`src/hdl/csrmv_pkg.sv`:
```
// Shared types and constants for the sparse CSR matrix-vector multiply block.
package csrmv_pkg;

  // Request codes carried on the input tuser field
  localparam logic [1:0] REQ_LOAD  = 2'd0;
  localparam logic [1:0] REQ_MAC   = 2'd1;
  localparam logic [1:0] REQ_EMPTY = 2'd2;

  localparam int INDEX_W = 12;
  localparam int VALUE_W = 32;
  localparam int VLEN_W  = 13;
  localparam int ROWNUM_W = 16;
  localparam int ACC_W   = 64;
  localparam int FRAC_W  = 16;

  localparam logic [VLEN_W-1:0] VLEN_RESET = 13'd4096;

  localparam logic [ACC_W-1:0] ACC_MAX = {1'b0, {(ACC_W-1){1'b1}}};
  localparam logic [ACC_W-1:0] ACC_MIN = {1'b1, {(ACC_W-1){1'b0}}};
  localparam logic [VALUE_W-1:0] SUM_MAX = {1'b0, {(VALUE_W-1){1'b1}}};
  localparam logic [VALUE_W-1:0] SUM_MIN = {1'b1, {(VALUE_W-1){1'b0}}};

  // Command queue between front and back
  localparam int FIFO_AW    = 2;
  localparam int FIFO_DEPTH = 4;

  typedef enum logic [1:0] {
    OP_LOAD  = 2'd0,
    OP_MAC   = 2'd1,
    OP_EMPTY = 2'd2
  } op_t;

  typedef struct packed {
    op_t                op;
    logic [INDEX_W-1:0] index;
    logic [VALUE_W-1:0] value;
    logic               bad;
    logic               last;
  } cmd_t;

  typedef struct packed {
    logic [VALUE_W-1:0]  row_sum;
    logic [ROWNUM_W-1:0] row_number;
    logic                overflow;
    logic                bad_column;
  } res_t;

endpackage

```
`src/hdl/csrmv_front.sv`:
```
// Front end: holds vector_length, classifies input items into queue commands.
module csrmv_front import csrmv_pkg::*; #(
  parameter int VECTOR_DEPTH = 4096
) (
  input  logic               clk,
  input  logic               rst_n,
  input  logic               cfg_valid,
  output logic               cfg_ready,
  input  logic [VLEN_W-1:0]  cfg_data,
  input  logic               in_valid,
  output logic               in_ready,
  input  logic [1:0]         in_req_type,
  input  logic [INDEX_W-1:0] in_index,
  input  logic [VALUE_W-1:0] in_value,
  input  logic               in_last,
  input  logic               q_full,
  output logic               q_push,
  output cmd_t               q_cmd
);

  logic [VLEN_W-1:0] vlen_r;
  logic [VLEN_W-1:0] vlen_nxt;
  logic [31:0]       idx_ext;
  logic              in_store;
  logic              keep;
  op_t               op;

  assign cfg_ready = 1'b1;
  assign vlen_nxt  = (cfg_valid && cfg_ready) ? cfg_data : vlen_r;

  always_ff @(posedge clk) begin
    if (!rst_n) begin
      vlen_r <= VLEN_RESET;
    end else begin
      vlen_r <= vlen_nxt;
    end
  end

  assign idx_ext  = 32'(in_index);
  assign in_store = idx_ext < 32'(VECTOR_DEPTH);

  // Decode request kind; drop loads beyond the store and unused codes
  always_comb begin
    unique case (in_req_type)
      REQ_LOAD: begin
        op   = OP_LOAD;
        keep = in_store;
      end
      REQ_MAC: begin
        op   = OP_MAC;
        keep = 1'b1;
      end
      REQ_EMPTY: begin
        op   = OP_EMPTY;
        keep = 1'b1;
      end
      default: begin
        op   = OP_EMPTY;
        keep = 1'b0;
      end
    endcase
  end

  assign in_ready    = !q_full;
  assign q_push      = in_valid && !q_full && keep;
  assign q_cmd.op    = op;
  assign q_cmd.index = in_index;
  assign q_cmd.value = in_value;
  assign q_cmd.bad   = ({1'b0, in_index} >= vlen_r) || !in_store;
  assign q_cmd.last  = in_last;

endmodule

```
`config.mk`:
```
export PLATFORM = sky130hd
export DESIGN_NAME = csrmv_front
export DESIGN_NICKNAME = d
export VERILOG_FILES = /design/src/hdl/csrmv_pkg.sv /design/src/hdl/csrmv_front.sv
export SDC_FILE = /design/constraint.sdc
export NUM_CORES = 1
export LEC_CHECK = 0
export BUFFER_PORTS_ARGS = -buffer_cell sky130_fd_sc_hd__buf_2
export CORE_ASPECT_RATIO = 0.9
export CORE_UTILIZATION = 39
export DETAILED_ROUTE_END_ITERATION = 6
export GPL_TIMING_DRIVEN = 0
export PLACE_DENSITY = 0.95
export SYNTH_ARGS = -nofsm -noshare
export SYNTH_HDL_FRONTEND = slang
export SYNTH_SLANG_ARGS = --single-unit
export TNS_END_PERCENT = 20
```
`constraint.sdc`:
```
create_clock -name clk -period 2.4 [get_ports clk]
set_input_delay 0.48 -clock clk [delete_from_list [all_inputs] [get_ports clk]]
set_output_delay 0.48 -clock clk [all_outputs]
set_load 0.05 [all_outputs]
```
; Word level (Yosys, flattened, before mapping)
; Index checks and enable logic that the tools add are counted.
[op_classes]
reduce_logical = 7
n_lt_le_gt_ge = 2
muxes = 2
eq_ne = 2
[op_table]
columns = operator, count
row1 = >= comparator 12 x 13 -> 1 bit, 1
row2 = "< comparator 12 x 13 -> 1 bit, second input constant", 1
row3 = case mux 2 bit (2 select lines), 1
row4 = "equality test 2 x 1 -> 1 bit, second input constant", 1
row5 = "equality test 2 bit, second input constant", 1
row6 = logical AND 1 bit, 2
row7 = logical NOT 1 bit, 2
row8 = logical NOT 2 bit, 1
row9 = case mux 1 bit (2 select lines), 1
row10 = OR reduction 2 bit, 1
row11 = logical OR 1 bit, 1
[word_totals]
word_cells = 14
input_bits = 65
reg_bits = 13

; Depth between registers and ports, before layout
[logic_depth]
word_depth = 4
ltp_mapped = 6
depth_no_buf = 6

; Least setup slack after synthesis
; No wires, ideal clock.
[synth_timing]
kind = input -> output
from = in in_index[3]
to = out q_cmd[1] (netlist bit)
cell_stages = 5
slack_ps = 150
required_ps = 1920
t_arrival_ps = 1770
cell_sequence = ha_1 nand4_1 a21oi_1 a211oi_1 o21ai_1
[synth_rtl]
columns = item, line_no
row1 = start: declaration, csrmv_front.sv:13  ; input logic [INDEX_W-1:0] in_index,
row2 = end: declaration, csrmv_front.sv:18  ; output cmd_t q_cmd

==> impl_metrics.ini <==
[outcome]
outcome = finished clean

[clock_tree]
clkTransAtPathRegs_ps = 70
cts_max_level = 1
clkLatencyLatePin_ps = 270
cts_setup_buffers = 0
hold_buffers = 0
clock_sinks = 13
cts-buffers-inserted = 3
cts_resized = 0
clockBufferDepth = 2
cts-root-buf = clkbuf_4
cts_tree = done

[route]
firstDrtPassIters = 2
wirelength_mm = 2.29
drcViolationCount = 0
vias = 1079
via_per_inst = 4.13
wire_per_inst_um = 8.79
drt_iter0_drc = 1
detail-route-antenna-nets = 0

[finish]
final.fill_count = 286
final_cell_mix = buf_2 (80), buf_4 (46), inv_1 (14)
diodes = 0
finalNonFillerCells = 261
nets = 299
top_regs = vlen_r x13
largest_reg_flops = 13
area_growth_pct = 40.4
layout-drive-gt1-share = 0.597
top_register = vlen_r
mostFrequentLayoutCell = buf_2

[worst_hold_path]
holdPathStages = 3
hold_path_class = in2reg

[yosys]
ys_seq_area_frac = 0.221
ys_warn_count = 0
synth_cells = 137
syn-num-nets = 214
syn_area_um2 = 1180
yosysUniqueCellTypes = 23
synth.area.top_cells = buf_4 (29%), dfxtp_1 (22%), ha_1 (13%)
netlist.area_leader.share = 0.293
synth_top_cell_by_area = buf_4
ys_seq_elements = 13
avgSynthCellArea_um2 = 8.60

[grt]
antenna_found_initial = 0
overflow = 0
grtUsageTotal = 0.139
grt_pass1_wl_mm = 3.29
grt_pass1_vias = 842
grt_start_max_net_pins = 11

[sta]
skew_ps = 0
final_hold_viol_count = 0
setup_tns_ps = 0
grt_setup_unrepaired = false
fin_crit_ps = 2220
report.final.setup_viol = 0
fin_crit_sh = 0.923
drv_slew = 0
fmaxAchievable_mhz = 451

[worst_setup_path]
cp_max_fo = 2
cp-end-kind = output pin
critical_path.top_delay_family = compound AO/OA/AOI/OAI gates
cp.buffers_inverters = 2
arrival_ps = 1740
r2r_cells = 2
crit_cells = 7
critPathLaunchType = flip-flop
cpPeakStageDelay_ps = 340
crit_required_ps = 1920
cp_slowest_cell = dfxtp_1
setup.worst_path.class = reg2out
path_cells = inv_1 -> ha_1 -> a21o_1 -> a21oi_1 -> a2bb2oi_1 -> o21ai_1 -> buf_2

[place]
io_buffers = 80
hpwl_mm = 2.11
gp_congestion = 0.711
dpl.cell_count = 257

[floorplanning]
core-area_um2 = 2820
dieArea_um2 = 3250
die_h_um = 54.2
row_count = 18
dieWidth_um = 59.9
ioPinCount = 116
start_util = 0.419

[pwr]
p_per_area_nw_per_um2 = 445
max-vdd-ir-drop_v = 0.000268
p_leak_uw = 0.000953

[flow_run]
drv_cap = 0
[stage by stage]
step	power, uW	util	hold WS, ps	cell area (um2)	setup slack, ps
floorplan	535	-	458	1180	150
global placement	608	0.579	490	1630	232
detailed placement	616	0.579	490	1630	231
CTS	747	0.588	417	1660	166
global route	789	0.588	423	1660	75.9
finish	736	0.588	427	1660	184
[logic make-up after synthesis]
group | Yosys count | share of synthesized area
mux | 13 | 0.110
flops | 13 | 0.221
other cells | 1 | 0.00318
simple gates | 24 | 0.115
buf+inv | 64 | 0.370
compound gates | 10 | 0.0531
fa+ha+maj | 12 | 0.127
[routing by layer]
layer,part of all wire,GRT usage
met1,0.38,0.140
met2,0.54,0.278
met3,0.085,0.0529
met4,0,0.0116
met5,0,0
[Yosys cell counts (all sizes together)]
master,n
o21ai,2
mux2i,13
dfxtp,13
a2bb2oi,1
nor2b,13
clkbuf,2
nor2,1
buf,48
inv,14
conb,1
a211oi,1
nand3,1
a21o,1
nand4,1
ha,12
and3,1
a21oi,5
and4b,1
nand2,6
[where the power goes]
group,switching [uW],total [uW],leakage (uW),internal (uW)
registers,7.08,236,0.000107,229
clock network,65.1,129,0.0000150,64.3
logic,234,371,0.000830,138
total,306,736,0.000953,430
[tightest hold or removal path: cells and delay by family]
kind / cells / cell delay, ps
buffers and inverters: 1 / 80
multiplexers: 1 / 50
AND/OR/NAND/NOR: 1 / 60
[area by class of cell]
class	count	area, um2	area share
Buffer	50	384	0.232
Clock buffer	4	26.3	0.0159
Inverter	14	52.6	0.0317
Multi-Input combinational cell	60	482	0.291
Sequential cell	13	260	0.157
Tap cell	40	50.0	0.0302
Timing Repair Buffer	80	400	0.242
[worst paths after layout]
path                                              start                       to  slack (ps)
worst max register to register   vlen_r[7]$_SDFFE_PN0P_   vlen_r[7]$_SDFFE_PN0P_        1730
worst max-delay path            vlen_r[10]$_SDFFE_PN0P_                 q_cmd[1]         180
worst min-delay path                       cfg_data[12]  vlen_r[12]$_SDFFE_PN1P_         430
worst min register to register  vlen_r[12]$_SDFFE_PN1P_  vlen_r[12]$_SDFFE_PN1P_         510
Note: power is estimated with default switching activity, not from simulation.
