===== src/hdl/csrmv_pkg.sv =====
// Shared types and constants for the sparse CSR matrix-vector multiply block.
package csrmv_pkg;

  // Request codes carried on the input tuser field
  localparam logic [1:0] REQ_LOAD  = 2'd0;
  localparam logic [1:0] REQ_MAC   = 2'd1;
  localparam logic [1:0] REQ_EMPTY = 2'd2;

  localparam int INDEX_W = 12;
  localparam int VALUE_W = 32;
  localparam int VLEN_W  = 13;
  localparam int ROWNUM_W = 16;
  localparam int ACC_W   = 64;
  localparam int FRAC_W  = 16;

  localparam logic [VLEN_W-1:0] VLEN_RESET = 13'd4096;

  localparam logic [ACC_W-1:0] ACC_MAX = {1'b0, {(ACC_W-1){1'b1}}};
  localparam logic [ACC_W-1:0] ACC_MIN = {1'b1, {(ACC_W-1){1'b0}}};
  localparam logic [VALUE_W-1:0] SUM_MAX = {1'b0, {(VALUE_W-1){1'b1}}};
  localparam logic [VALUE_W-1:0] SUM_MIN = {1'b1, {(VALUE_W-1){1'b0}}};

  // Command queue between front and back
  localparam int FIFO_AW    = 2;
  localparam int FIFO_DEPTH = 4;

  typedef enum logic [1:0] {
    OP_LOAD  = 2'd0,
    OP_MAC   = 2'd1,
    OP_EMPTY = 2'd2
  } op_t;

  typedef struct packed {
    op_t                op;
    logic [INDEX_W-1:0] index;
    logic [VALUE_W-1:0] value;
    logic               bad;
    logic               last;
  } cmd_t;

  typedef struct packed {
    logic [VALUE_W-1:0]  row_sum;
    logic [ROWNUM_W-1:0] row_number;
    logic                overflow;
    logic                bad_column;
  } res_t;

endpackage


===== src/hdl/csrmv_fifo.sv =====
// Short command queue decoupling the front end from the back end.
module csrmv_fifo import csrmv_pkg::*; (
  input  logic clk,
  input  logic rst_n,
  input  logic push,
  input  cmd_t push_cmd,
  input  logic pop,
  output cmd_t pop_cmd,
  output logic empty,
  output logic full
);

  cmd_t               slot_r [FIFO_DEPTH];
  logic [FIFO_AW-1:0] wr_ptr_r;
  logic [FIFO_AW-1:0] rd_ptr_r;
  logic [FIFO_AW:0]   cnt_r;
  logic [FIFO_AW-1:0] wr_ptr_nxt;
  logic [FIFO_AW-1:0] rd_ptr_nxt;
  logic [FIFO_AW:0]   cnt_nxt;

  assign empty   = (cnt_r == '0);
  assign full    = (cnt_r == (FIFO_AW+1)'(FIFO_DEPTH));
  assign pop_cmd = slot_r[rd_ptr_r];

  always_comb begin
    wr_ptr_nxt = push ? wr_ptr_r + 1'b1 : wr_ptr_r;
    rd_ptr_nxt = pop ? rd_ptr_r + 1'b1 : rd_ptr_r;
    cnt_nxt    = cnt_r;
    if (push && !pop) begin
      cnt_nxt = cnt_r + 1'b1;
    end else if (pop && !push) begin
      cnt_nxt = cnt_r - 1'b1;
    end
  end

  always_ff @(posedge clk) begin
    if (!rst_n) begin
      wr_ptr_r <= '0;
      rd_ptr_r <= '0;
      cnt_r    <= '0;
    end else begin
      wr_ptr_r <= wr_ptr_nxt;
      rd_ptr_r <= rd_ptr_nxt;
      cnt_r    <= cnt_nxt;
    end
  end

  always_ff @(posedge clk) begin
    if (push) begin
      slot_r[wr_ptr_r] <= push_cmd;
    end
  end

endmodule


===== config.mk =====
export PLATFORM = sky130hd
export DESIGN_NAME = csrmv_fifo
export DESIGN_NICKNAME = d
export VERILOG_FILES = /design/src/hdl/csrmv_pkg.sv /design/src/hdl/csrmv_fifo.sv
export SDC_FILE = /design/constraint.sdc
export NUM_CORES = 1
export LEC_CHECK = 0
export BUFFER_PORTS_ARGS = -buffer_cell sky130_fd_sc_hd__buf_2
export CORE_AREA = 3 3 140 142
export DETAILED_ROUTE_END_ITERATION = 8
export DIE_AREA = 0 0 143 145
export GPL_TIMING_DRIVEN = 0
export SYNTH_ARGS = -nofsm -noshare
export SYNTH_HDL_FRONTEND = slang
export SYNTH_SLANG_ARGS = --single-unit

===== constraint.sdc =====
create_clock -name clk -period 2.88 [get_ports clk]
set_input_delay 0.576 -clock clk [delete_from_list [all_inputs] [get_ports clk]]
set_output_delay 0.576 -clock clk [all_outputs]
set_load 0.005 [all_outputs]

# ---- Yosys cells after proc, flatten, opt, wreduce, memory -nomap -nowiden
# Memories as Yosys holds them, arrays and structs flattened. A register that Yosys moved wholly into a read port is not among the register bits.
# Index checks and enable logic that the tools add are counted.
dict set report word_totals {
  register_bits 7
  ramBits 192
  input_bits 52
  elab_cells 21
  n_memories 1
}
# memory depth width read_ports rd_clocked_by_memory_dff wr line
set memory_table {}
lappend memory_table {slot_r 4 48 1 1 1 csrmv_fifo.sv:13} ;# cmd_t slot_r [FIFO_DEPTH];
dict set report op_classes {
  add_sub_neg 4
  eq_ne 1
  n_mux 6
  reduce_logical 6
}
# operator n
set op_table {}
lappend op_table {{$mux W3} 2}
lappend op_table {{$add A2 B1 Y2 const B} 2}
lappend op_table {{$mux W2} 2}
lappend op_table {{$add A3 B1 Y3 const B} 1}
lappend op_table {{$eq A3 B3 Y1 const B} 1}
lappend op_table {{$logic_not A3 Y1} 1}
lappend op_table {{$sub A3 B1 Y3 const B} 1}
lappend op_table {{$logic_and A1 B1 Y1} 2}
lappend op_table {{$logic_not A1 Y1} 2}
lappend op_table {{$mux W1} 2}
lappend op_table {{$reduce_bool A2 Y1} 1}

# ---- Longest topological paths before layout
# Gate-level depths: netlist of run 1.
dict set report depth {
  ltp_word 4
  depth_mapped 7
}

# ---- Worst setup path after synthesis of run 1
# Ideal clock, no wire load.
dict set report synth_path {
  kind {input -> register}
  from {input port push}
  to {memory slot_r[0][0] in the netlist's numbering, enable pin}
  setup_time_ns 0.410
  t_arrival_ns 1.726
  slack_ns 0.744
  cell_stages 1
  path_buffers 0
  cell_sequence {and2_1}
}
dict set report synth_between {
  elab_chain_cells 2
}
# item line
set synth_rtl {}
lappend synth_rtl {{start: declaration} csrmv_fifo.sv:5} ;# input logic push,
lappend synth_rtl {{$mux W1} csrmv_fifo.sv:49} ;# if (push) begin
lappend synth_rtl {{$mux W1 (implied by the code)} csrmv_fifo.sv:50} ;# slot_r[wr_ptr_r] <= push_cmd;
lappend synth_rtl {{end: declaration} csrmv_fifo.sv:13}
# No other way between the ends.

==> reports/results.ini, run 1 <==
[timing]
finalCriticalPeriod_ps = 2560
finalSetupViolCount = 0
whs_ps = 307
finalCritPeriodShare = 0.889
max_slew_margin = 0.462
worst_slew_pin_slew_ps = 806
max_freq_ghz = 0.390
rsz0062_at_grt = false
slew_viol_final = 0
fin_worst_skew_ps = 4.99
hold_viol = 0

[synth]
yosys.area_share.simple = 0.0124
synth.area.mux_share = 0.150
syn_inst = 293
ys_seq_area_frac = 0.807
syn-num-nets = 351
synth_cell_type_count = 21
netlist_top_cells_area = edfxtp_1, mux4_2, dfxtp_1
synth.ff_latch_count = 201
synth_compound_area_frac = 0.00170
synthXorXnorAreaFrac = 0.00595
synth_edf_count = 192
yosysTopAreaCell = edfxtp_1
synth_top_family_by_area = multiplexers
yosys-top-cells-count = edfxtp_1, mux4_2, and2_1, dfxtp_1, ha_1
synth.most_common_cell = edfxtp_1
yosysWarnings = 0
synth_flop_cell = edfxtp_1
syn_area_sq_um = 7360
yosys.area_share.adder = 0.0112
synth.top_cell.area_share = 0.783
synthArstFlopShare = 0
avgSynthCellArea_sq_um = 25.1

[power_and_ir_drop]
p_int_mw = 5.17
comb_power_share = 0.090
p_leak_nw = 2.99
switching_power_mw = 1.33
vdd_drop_max_uv = 371
seq_power_share = 0.523
p_sw_frac = 0.204
powerDensity_nw_per_um2 = 737
total_power_mw = 6.49
clockPowerShare = 0.387

[critical_path]
end_kind = output pin
critPathSlowestCell = mux4_2
reg2reg_depth = 3
reg2reg_from = wr_ptr_r[0]
critPathMostFrequentCell = buf_2
crit_fanout = 10
slowest_delay_ps = 370
worstPathArrival_ps = 1980
setup.worst_path.class = flip-flop to output pin
ff2ff_setup_slack_ps = 1190
cp-start-kind = flip-flop
worstPathRequired_ps = 2300
r2r_end = slot_r[0][45]
cp_cell_sequence = buf_2 -> buf_2 -> mux4_2 -> buf_2

[min_path]
hold_start = push_cmd[2]
min_to = slot_r[1][2]
min_path_type = input port to flip-flop
hold_depth = 1

[clock_tree]
cts_root_buf = clkbuf_16
cts_buffers = 21
cts_tree = built
clk_latency_ps = 480
cts_max_level = 1
cts_hold_buf = 0
cts-resized-gates = 0
cts_sinks = 201
clk_pin_slew_worst_paths_ps = 60
post_cts_buffers = 0
cts_buffer_depth = 3

[place]
dpl.hpwl_microns = 7440
place_congestion = 0.685
port_buffers = 101
place_inst = 628
place_area_sq_um = 8170

[layout]
final_cells = 663
area_delta_synth_final_pct = 19.7
regArea_sq_um = 5950
antenna_cells = 0
fillerInstances = 1550
drive_gt1_frac = 0.443
nNetsFinal = 475
fin_area_sq_um = 8810
multi_input_area_sq_um = 1340

[global_route]
gr-total-overflow = 0
grt_pass1_wl_microns = 19900
track_usage = 0.126
grt_start_max_net_pins = 49
antenna_found_initial = 2
grt_pass1_vias = 3603

[flow_run]
timing.max_cap.violations = 0

[drt]
drc_errors = 0
drt-total-wl_microns = 13000
wl_per_cell_microns = 19.7
ant_nets = 0
first_iter_violations = 136
via_per_inst = 5.01
num_vias = 3319
dr.pass1.iters = 4

[status]
outcome = finished clean

[floorplan]
die_area_sq_um = 20700
num_rows = 50
dieHeight_microns = 145
coreArea_sq_um = 18600
die_w_microns = 143
num_io_pins = 102
initial_utilization = 0.396

[sequential cells by signal, summed over array words and instances (netlist names), named ones only]
name,count
rd_ptr_r,2
wr_ptr_r,2
slot_r,192
cnt_r,3
[per-layer routing]
metal	GRT usage	part of all wire	vias up
met3	0.0379	0.071	23
met4	0.0318	0.015	4
li1	-	-	1486
met1	0.167	0.42	1715
met2	0.205	0.50	91
met5	0	0.0016	-
[area by class of cell]
| type | count | area share |
|---|---|---|
| Multi-Input combinational cell | 78 | 0.152 |
| Sequential cell | 201 | 0.675 |
| Clock inverter | 8 | 0.0105 |
| Tap cell | 234 | 0.0332 |
| Clock buffer | 27 | 0.0622 |
| Inverter | 4 | 0.00170 |
| Buffer | 10 | 0.00809 |
| Timing Repair Buffer | 101 | 0.0574 |
[power by group through the flow]
stage	registers [mW]	clock network, mW	logic (mW)
detailed placement	3.46	0	0.605
global placement	3.46	0	0.590
CTS	3.40	2.59	0.607
floorplan	3.45	0	0.338
global route	3.41	2.73	0.643
finish	3.40	2.51	0.583
[worst max path at each step]
stage	endpoint	from
finish	pop_cmd[24]	flip-flop
global route	pop_cmd[24]	flip-flop
CTS	pop_cmd[24]	flip-flop
detailed placement	cnt_r[2]	push
global placement	slot_r[0][23]	push
floorplan	slot_r[0][0]	push
[worst max-delay path, delay by kind of cell, from the launching register on]
family	cells	cell delay (ps)
buf+inv	3	790
flops	1	340
mux	1	370
[layout by cell type (no fill, tap or decap), types with 2 or more instances in the layout]
cell type / n
inv_1: 4
mux2i_1: 2
buf_4: 2
edfxtp_1: 192
clkbuf_1: 8
clkinv_2: 5
buf_2: 104
and2_1: 5
xnor2_1: 2
bufinv_16: 2
xor2_1: 3
clkbuf_16: 21
mux4_2: 48
nor2b_1: 2
ha_1: 5
dfxtp_1: 9
and2_4: 4
buf_6: 3
[per-stage QoR]
step | setup TNS (ps) | utilization | setup slack [ps]
final | 0 | 0.474 | 319
after CTS | 0 | 0.474 | 238
after global routing | 0 | 0.474 | 168
after global placement | -95520 | 0.439 | -508
after detailed placement | 0 | 0.440 | 676
after floorplan | 0 | - | 744
[kinds of logic (layout without fill, tap and decap cells)]
family          after synthesis  after routing
compound gates                2              2
xor+xnor                      5              5
fa+ha+maj                     6              6
buf+inv                      14            150
flops                       201            201
mux                          50             50
simple gates                 15             15
No activity file was read; power rests on OpenSTA's default activity.
==> run 2: changes to the inputs <==
--- a/config.mk
+++ b/config.mk
@@ -5,11 +5,14 @@
 export SDC_FILE = /design/constraint.sdc
 export NUM_CORES = 1
 export LEC_CHECK = 0
+export ABC_AREA = 1
 export BUFFER_PORTS_ARGS = -buffer_cell sky130_fd_sc_hd__buf_2
-export CORE_AREA = 3 3 140 142
+export CORE_AREA = 3 3 143 145
 export DETAILED_ROUTE_END_ITERATION = 8
-export DIE_AREA = 0 0 143 145
+export DIE_AREA = 0 0 146 148
 export GPL_TIMING_DRIVEN = 0
+export PLACE_DENSITY = 0.54
+export SETUP_SLACK_MARGIN = 0.15
 export SYNTH_ARGS = -nofsm -noshare
 export SYNTH_HDL_FRONTEND = slang
 export SYNTH_SLANG_ARGS = --single-unit
==> reports/results.ini, run 2 <==
[critical_path]
path_depth = 5  ; was 4
cp_cell_sequence = inv_2 -> clkbuf_1 -> o21ai_0 -> o22ai_1 -> buf_2  ; was buf_2 -> buf_2 -> mux4_2 -> buf_2
crit_buf_inv = 3  ; unchanged
worstPathRequired_ps = 2300  ; about the same
end_kind = output pin  ; unchanged
crit_fanout = 10  ; unchanged
cp-start-kind = flip-flop  ; unchanged
critPathSlowestCell = clkbuf_1  ; was mux4_2
reg2reg_depth = 5  ; was 3
setup.worst_path.class = flip-flop to output pin  ; unchanged
crit_family = buffers and inverters  ; unchanged
reg2reg_from = wr_ptr_r[0]  ; unchanged
slowest_delay_ps = 420  ; was 370 ps
worstPathArrival_ps = 1920  ; was 1980 ps

[synth]
yosysTopAreaCell = edfxtp_1  ; unchanged
syn_area_sq_um = 7620  ; was 7360 sq um
avgSynthCellArea_sq_um = 14.6  ; was 25.1 sq um
syn-num-nets = 581  ; was 351
synth_flop_cell = edfxtp_1  ; unchanged
synthArstFlopShare = 0  ; unchanged
ys_seq_area_frac = 0.780  ; was 0.807
synth_cell_type_count = 24  ; was 21
netlist_top_cells_area = edfxtp_1, o21ai_0, nor2_1  ; was edfxtp_1, mux4_2, dfxtp_1
synth.top_cell.area_share = 0.757  ; was 0.783
yosys-top-cells-count = edfxtp_1, o21ai_0, nor2_1  ; was edfxtp_1, mux4_2, and2_1, dfxtp_1, ha_1
yosysWarnings = 0  ; unchanged
syn_inst = 523  ; was 293
synth.most_common_cell = edfxtp_1  ; unchanged
synth_edf_count = 192  ; unchanged
synth.ff_latch_count = 201  ; unchanged

[layout]
layout_common_cells = edfxtp_1, buf_2, o21ai_0, nor2_1, o22ai_1  ; was edfxtp_1, buf_2, mux4_2, clkbuf_16, dfxtp_1
final_common_cell = edfxtp_1  ; unchanged
reg_top3 = slot_r (192), cnt_r (3)  ; unchanged
antenna_cells = 0  ; unchanged
nNetsFinal = 710  ; was 475
drive_gt1_frac = 0.275  ; was 0.443
largest_register = slot_r  ; unchanged
largest_reg_flops = 192  ; unchanged
area_delta_synth_final_pct = 22.0  ; was 19.7%
final_cells = 933  ; was 663

[timing]
fin_worst_skew_ps = 5.72  ; was 4.99 ps
worst_slew_pin_slew_ps = 699  ; was 806 ps
setup_tns_ps = 0  ; unchanged
whs_ps = 298  ; was 307 ps
hold_viol = 0  ; unchanged
rsz0062_at_grt = false  ; unchanged
finalCriticalPeriod_ps = 2500  ; was 2560 ps
max_slew_margin = 0.534  ; was 0.462
max_freq_ghz = 0.400  ; was 0.390 GHz
finalSetupViolCount = 0  ; unchanged
slew_viol_final = 0  ; unchanged
finalCritPeriodShare = 0.868  ; was 0.889

[floorplan]
dieHeight_microns = 148  ; was 145 microns
initial_utilization = 0.394  ; was 0.396
num_io_pins = 102  ; unchanged
die_area_sq_um = 21600  ; was 20700 sq um
die_w_microns = 146  ; was 143 microns
num_rows = 51  ; was 50
coreArea_sq_um = 19300  ; was 18600 sq um

[place]
port_buffers = 101  ; unchanged
place_inst = 893  ; was 628
place_congestion = 0.749  ; was 0.685
dpl.hpwl_microns = 10900  ; was 7440 microns

[drt]
ant_nets = 0  ; unchanged
wl_per_cell_microns = 19.0  ; was 19.7 microns
num_vias = 4663  ; was 3319
first_iter_violations = 233  ; was 136
dr.pass1.iters = 4  ; unchanged
drc_errors = 0  ; unchanged
drt-total-wl_microns = 17700  ; was 13000 microns
via_per_inst = 5.00  ; was 5.01

[clock_tree]
cts_root_buf = clkbuf_16  ; unchanged
clk_latency_ps = 490  ; was 480 ps
clk_pin_slew_worst_paths_ps = 60  ; about the same
cts_hold_buf = 0  ; unchanged
cts_buffer_depth = 3  ; unchanged
cts_max_level = 1  ; unchanged
cts-resized-gates = 0  ; unchanged
cts_tree = built  ; unchanged
cts_buffers = 22  ; was 21
post_cts_buffers = 0  ; unchanged
cts_sinks = 201  ; unchanged

[global_route]
grt_start_max_net_pins = 26  ; was 49
grtUsageMet3 = 0.0408  ; was 0.0379
grt_pass1_wl_microns = 27100  ; was 19900 microns
top_usage_layer = met2  ; unchanged
track_usage = 0.161  ; was 0.126
antenna_found_initial = 1  ; was 2
grtUsageMet1 = 0.203  ; was 0.167
grt_pass1_vias = 4926  ; was 3603
gr-usage-met2 = 0.287  ; was 0.205
gr-total-overflow = 0  ; unchanged

[min_path]
hold_start = push_cmd[16]  ; was push_cmd[2]
hold_depth = 1  ; unchanged
min_path_type = input port to flip-flop  ; unchanged

[power_and_ir_drop]
p_leak_nw = 3.34  ; was 2.99 nW
powerDensity_nw_per_um2 = 736  ; was 737 nW/um^2
vdd_drop_max_uv = 392  ; was 371 uV

[flow_run]
timing.max_cap.violations = 0  ; unchanged

[status]
outcome = finished clean  ; unchanged

==> run 2: cell count changes after synthesis, sizes merged, moves of 9 or more <==
cell | before | now
and2 | 9 | 0
buf | 8 | 19
clkbuf | 2 | 12
inv | 4 | 17
mux4 | 48 | 0
nor2 | 0 | 101
o21ai | 1 | 102
o22ai | 0 | 48
==> run 2: cells by family (layout without fill, tap and decap cells) <==
family | after synthesis | after routing | share of synthesized area
DFF | 201 | 201 | 0.780
AOI/OAI and AO/OA | 154 | 154 | 0.109
and+or+nand+nor | 114 | 114 | 0.0603
buffers and inverters | 48 | 193 | 0.0396
adders and majority gates | 6 | 6 | 0.0108
==> run 2: cell type report <==
type | instances | area, sq um
repair buffers | 105 | 586
well taps | 265 | 332
inverters | 17 | 68.8
plain buffers | 31 | 233
clock inverters | 11 | 133
clock buffers | 29 | 628
multi-input cells | 274 | 1370
flip-flops and latches | 201 | 5950
fillers | 1724 | 10000
==> run 2: worst reg2reg max path: stages (launching register included) <==
cell	delay [ps]
dfxtp_1	330
inv_1	120
ha_1	150
nand2_1	70
inv_2	510
buf_12	290
==> run 2: power breakdown <==
| part | internal (mW) | switching, mW |
|---|---|---|
| clock | 1.80 | 1.07 |
| combinational | 0.225 | 0.380 |
| sequential | 3.34 | 0.0324 |
| total | 5.36 | 1.48 |
==> run 2: final timing paths <==
check | end | slack [ps]
worst min-delay path | slot_r[3][16] | 300
worst max-delay path | pop_cmd[2] | 380
worst min register to register | rd_ptr_r[1] | 470
worst max register to register | slot_r[0][44] | 1100
==> run 2: per-layer routing <==
| layer | share of wire | vias to the layer above | routed length [microns] |
|---|---|---|---|
| li1 | - | 2212 | - |
| met1 | 0.43 | 2296 | 7520 |
| met2 | 0.49 | 132 | 8740 |
| met3 | 0.069 | 21 | 1220 |
| met4 | 0.011 | 2 | 193 |
| met5 | 0.00073 | - | 13 |
==> run 2: per-stage QoR <==
stage / setup slack (ps) / instance area, sq um / power [mW] / util
global route: 257 / 9300 / 7.13 / 0.481
detailed placement: 900 / 8540 / 4.05 / 0.442
floorplan: 929 / 7620 / 3.74 / -
global placement: -150 / 8460 / 4.02 / 0.437
CTS: 370 / 9300 / 6.94 / 0.481
finish: 380 / 9300 / 6.84 / 0.481
==> run 3: changes to the inputs <==
--- a/config.mk
+++ b/config.mk
@@ -8,6 +8,7 @@
 export ABC_AREA = 1
 export BUFFER_PORTS_ARGS = -buffer_cell sky130_fd_sc_hd__buf_2
 export CORE_AREA = 3 3 143 145
+export CTS_CLUSTER_SIZE = 10
 export DETAILED_ROUTE_END_ITERATION = 8
 export DIE_AREA = 0 0 146 148
 export GPL_TIMING_DRIVEN = 0
==> constraint.sdc (replaced) <==
create_clock -name clk -period 2.45 [get_ports clk]
set_input_delay 0.49 -clock clk [delete_from_list [all_inputs] [get_ports clk]]
set_output_delay 0.49 -clock clk [all_outputs]
set_load 0.005 [all_outputs]
==> reports/results.ini, run 3 (same netlist as run 2, synthesis figures left out) <==
[timing]
max_freq_ghz = 0.448
worst_slew_pin_slew_ps = 689  ; was 699 ps
rsz0062_at_grt = true  ; was false
fin_worst_skew_ps = 7.63  ; was 5.72 ps
slew_viol_final = 0  ; unchanged
hold_viol = 0  ; unchanged
max_slew_margin = 0.540  ; was 0.534
finalCritPeriodShare = 0.911
finalCriticalPeriod_ps = 2230
finalSetupViolCount = 0  ; unchanged
whs_ps = 207  ; was 298 ps

[floorplan]
num_io_pins = 102  ; unchanged
die_area_sq_um = 21600  ; unchanged
initial_utilization = 0.394  ; unchanged
num_rows = 51  ; unchanged
coreArea_sq_um = 19300  ; unchanged
die_w_microns = 146  ; unchanged
dieHeight_microns = 148  ; unchanged

[place]
place_inst = 893  ; unchanged
place_congestion = 0.749  ; unchanged
port_buffers = 101  ; unchanged
dpl.hpwl_microns = 10900  ; unchanged

[critical_path]
slowest_delay_ps = 310  ; was 420 ps
worstPathRequired_ps = 1960  ; was 2300 ps
end_kind = output pin  ; unchanged
critPathSlowestCell = dfxtp_1  ; was clkbuf_1
crit_fanout = 10  ; unchanged
cp_cell_sequence = buf_6 -> inv_6 -> buf_12 -> buf_6 -> nor2_1 -> o22ai_1 -> buf_2  ; was inv_2 -> clkbuf_1 -> o21ai_0 -> o22ai_1 -> buf_2
cp-start-kind = flip-flop  ; unchanged
setup.worst_path.class = flip-flop to output pin  ; unchanged
worstPathArrival_ps = 1740  ; was 1920 ps
crit_family = buffers and inverters  ; unchanged
critPathMostFrequentCell = buf_6
crit_buf_inv = 5  ; was 3

[global_route]
grt_start_max_net_pins = 26  ; unchanged
grt_pass1_wl_microns = 27000  ; was 27100 microns
antenna_found_initial = 1  ; unchanged
gr-total-overflow = 0  ; unchanged
grt_pass1_vias = 4965  ; was 4926
track_usage = 0.161  ; about the same

[clock_tree]
cts-resized-gates = 6  ; was 0
clk_latency_ps = 490  ; about the same
clk_pin_slew_worst_paths_ps = 60  ; about the same
post_cts_buffers = 0  ; unchanged
cts_tree = built  ; unchanged
cts_buffers = 24  ; was 22
cts_sinks = 201  ; unchanged
cts_max_level = 1  ; unchanged
cts_hold_buf = 0  ; unchanged
cts_root_buf = clkbuf_16  ; unchanged
cts_buffer_depth = 3  ; unchanged

[layout]
nNetsFinal = 712  ; was 710
layout_common_cells = edfxtp_1, buf_2, o21ai_0, nor2_1, o22ai_1  ; unchanged
area_delta_synth_final_pct = 21.6  ; was 22.0%
fin_util = 0.479  ; was 0.481
final_cells = 932  ; was 933
drive_gt1_frac = 0.270  ; was 0.275
final_common_cell = edfxtp_1  ; unchanged
largest_register = slot_r  ; unchanged
reg_top3 = slot_r (192), cnt_r (3)  ; unchanged
largest_reg_flops = 192  ; unchanged

[drt]
ant_nets = 0  ; unchanged
first_iter_violations = 199  ; was 233
num_vias = 4671  ; was 4663
drc_errors = 0  ; unchanged
via_per_inst = 5.01  ; was 5.00
dr.pass1.iters = 4  ; unchanged
wl_per_cell_microns = 19.1  ; was 19.0 microns
drt-total-wl_microns = 17800  ; was 17700 microns

[power_and_ir_drop]
p_leak_nw = 3.31  ; was 3.34 nW
total_power_mw = 7.78  ; was 6.84 mW
powerDensity_nw_per_um2 = 839  ; was 736 nW/um^2
vdd_drop_max_uv = 431  ; was 392 uV

[min_path]
min_path_type = input port to flip-flop  ; unchanged

[flow_run]
timing.max_cap.violations = 0  ; unchanged

[status]
outcome = finished clean  ; unchanged

==> run 3: power by group <==
part | internal [mW] | total [mW] | switching, mW
combinational | 0.275 | 0.724 | 0.449
sequential | 3.93 | 3.96 | 0.0387
clock | 1.88 | 3.09 | 1.21
==> run 3: final cells by class <==
type	instances	area (sq um)
fillers	1716	10100
flip-flops and latches	201	5950
multi-input cells	274	1380
clock buffers	37	681
repair buffers	105	586
well taps	265	332
plain buffers	31	270
inverters	17	68.8
clock inverters	1	3.75
diodes	1	2.50
==> run 3: worst register-to-register path: stages (launching register included) <==
cell and delay (ps):
dfxtp_1 330, inv_1 120, ha_1 150, nand2_1 70
inv_2 510, buf_12 290
==> run 3: stage by stage <==
step	TNS, ps	area, sq um	setup slack [ps]
detailed placement	0	8540	556
finish	0	9270	219
floorplan	0	7620	520
global placement	-86120	8460	-494
global route	0	9270	143
CTS	0	9230	145
==> run 3: worst paths after layout <==
| check | from | end | slack (ps) | cells past startpoint |
|---|---|---|---|---|
| worst min register to register | rd_ptr_r[1] | flip-flop | 460 | 1 |
| worst min-delay path | push_cmd[16] | slot_r[0][16] | 210 | 1 |
| worst max register to register | wr_ptr_r[0] | slot_r[0][44] | 650 | 5 |
| worst max-delay path | flip-flop | pop_cmd[13] | 220 | 7 |
==> run 3: per-layer routing <==
metal	wire length [microns]	vias up	GRT usage
met5	13	-	0
met4	191	2	0.0339
met3	1250	21	0.0399
met2	8890	135	0.289
met1	7480	2299	0.199
li1	-	2214	-
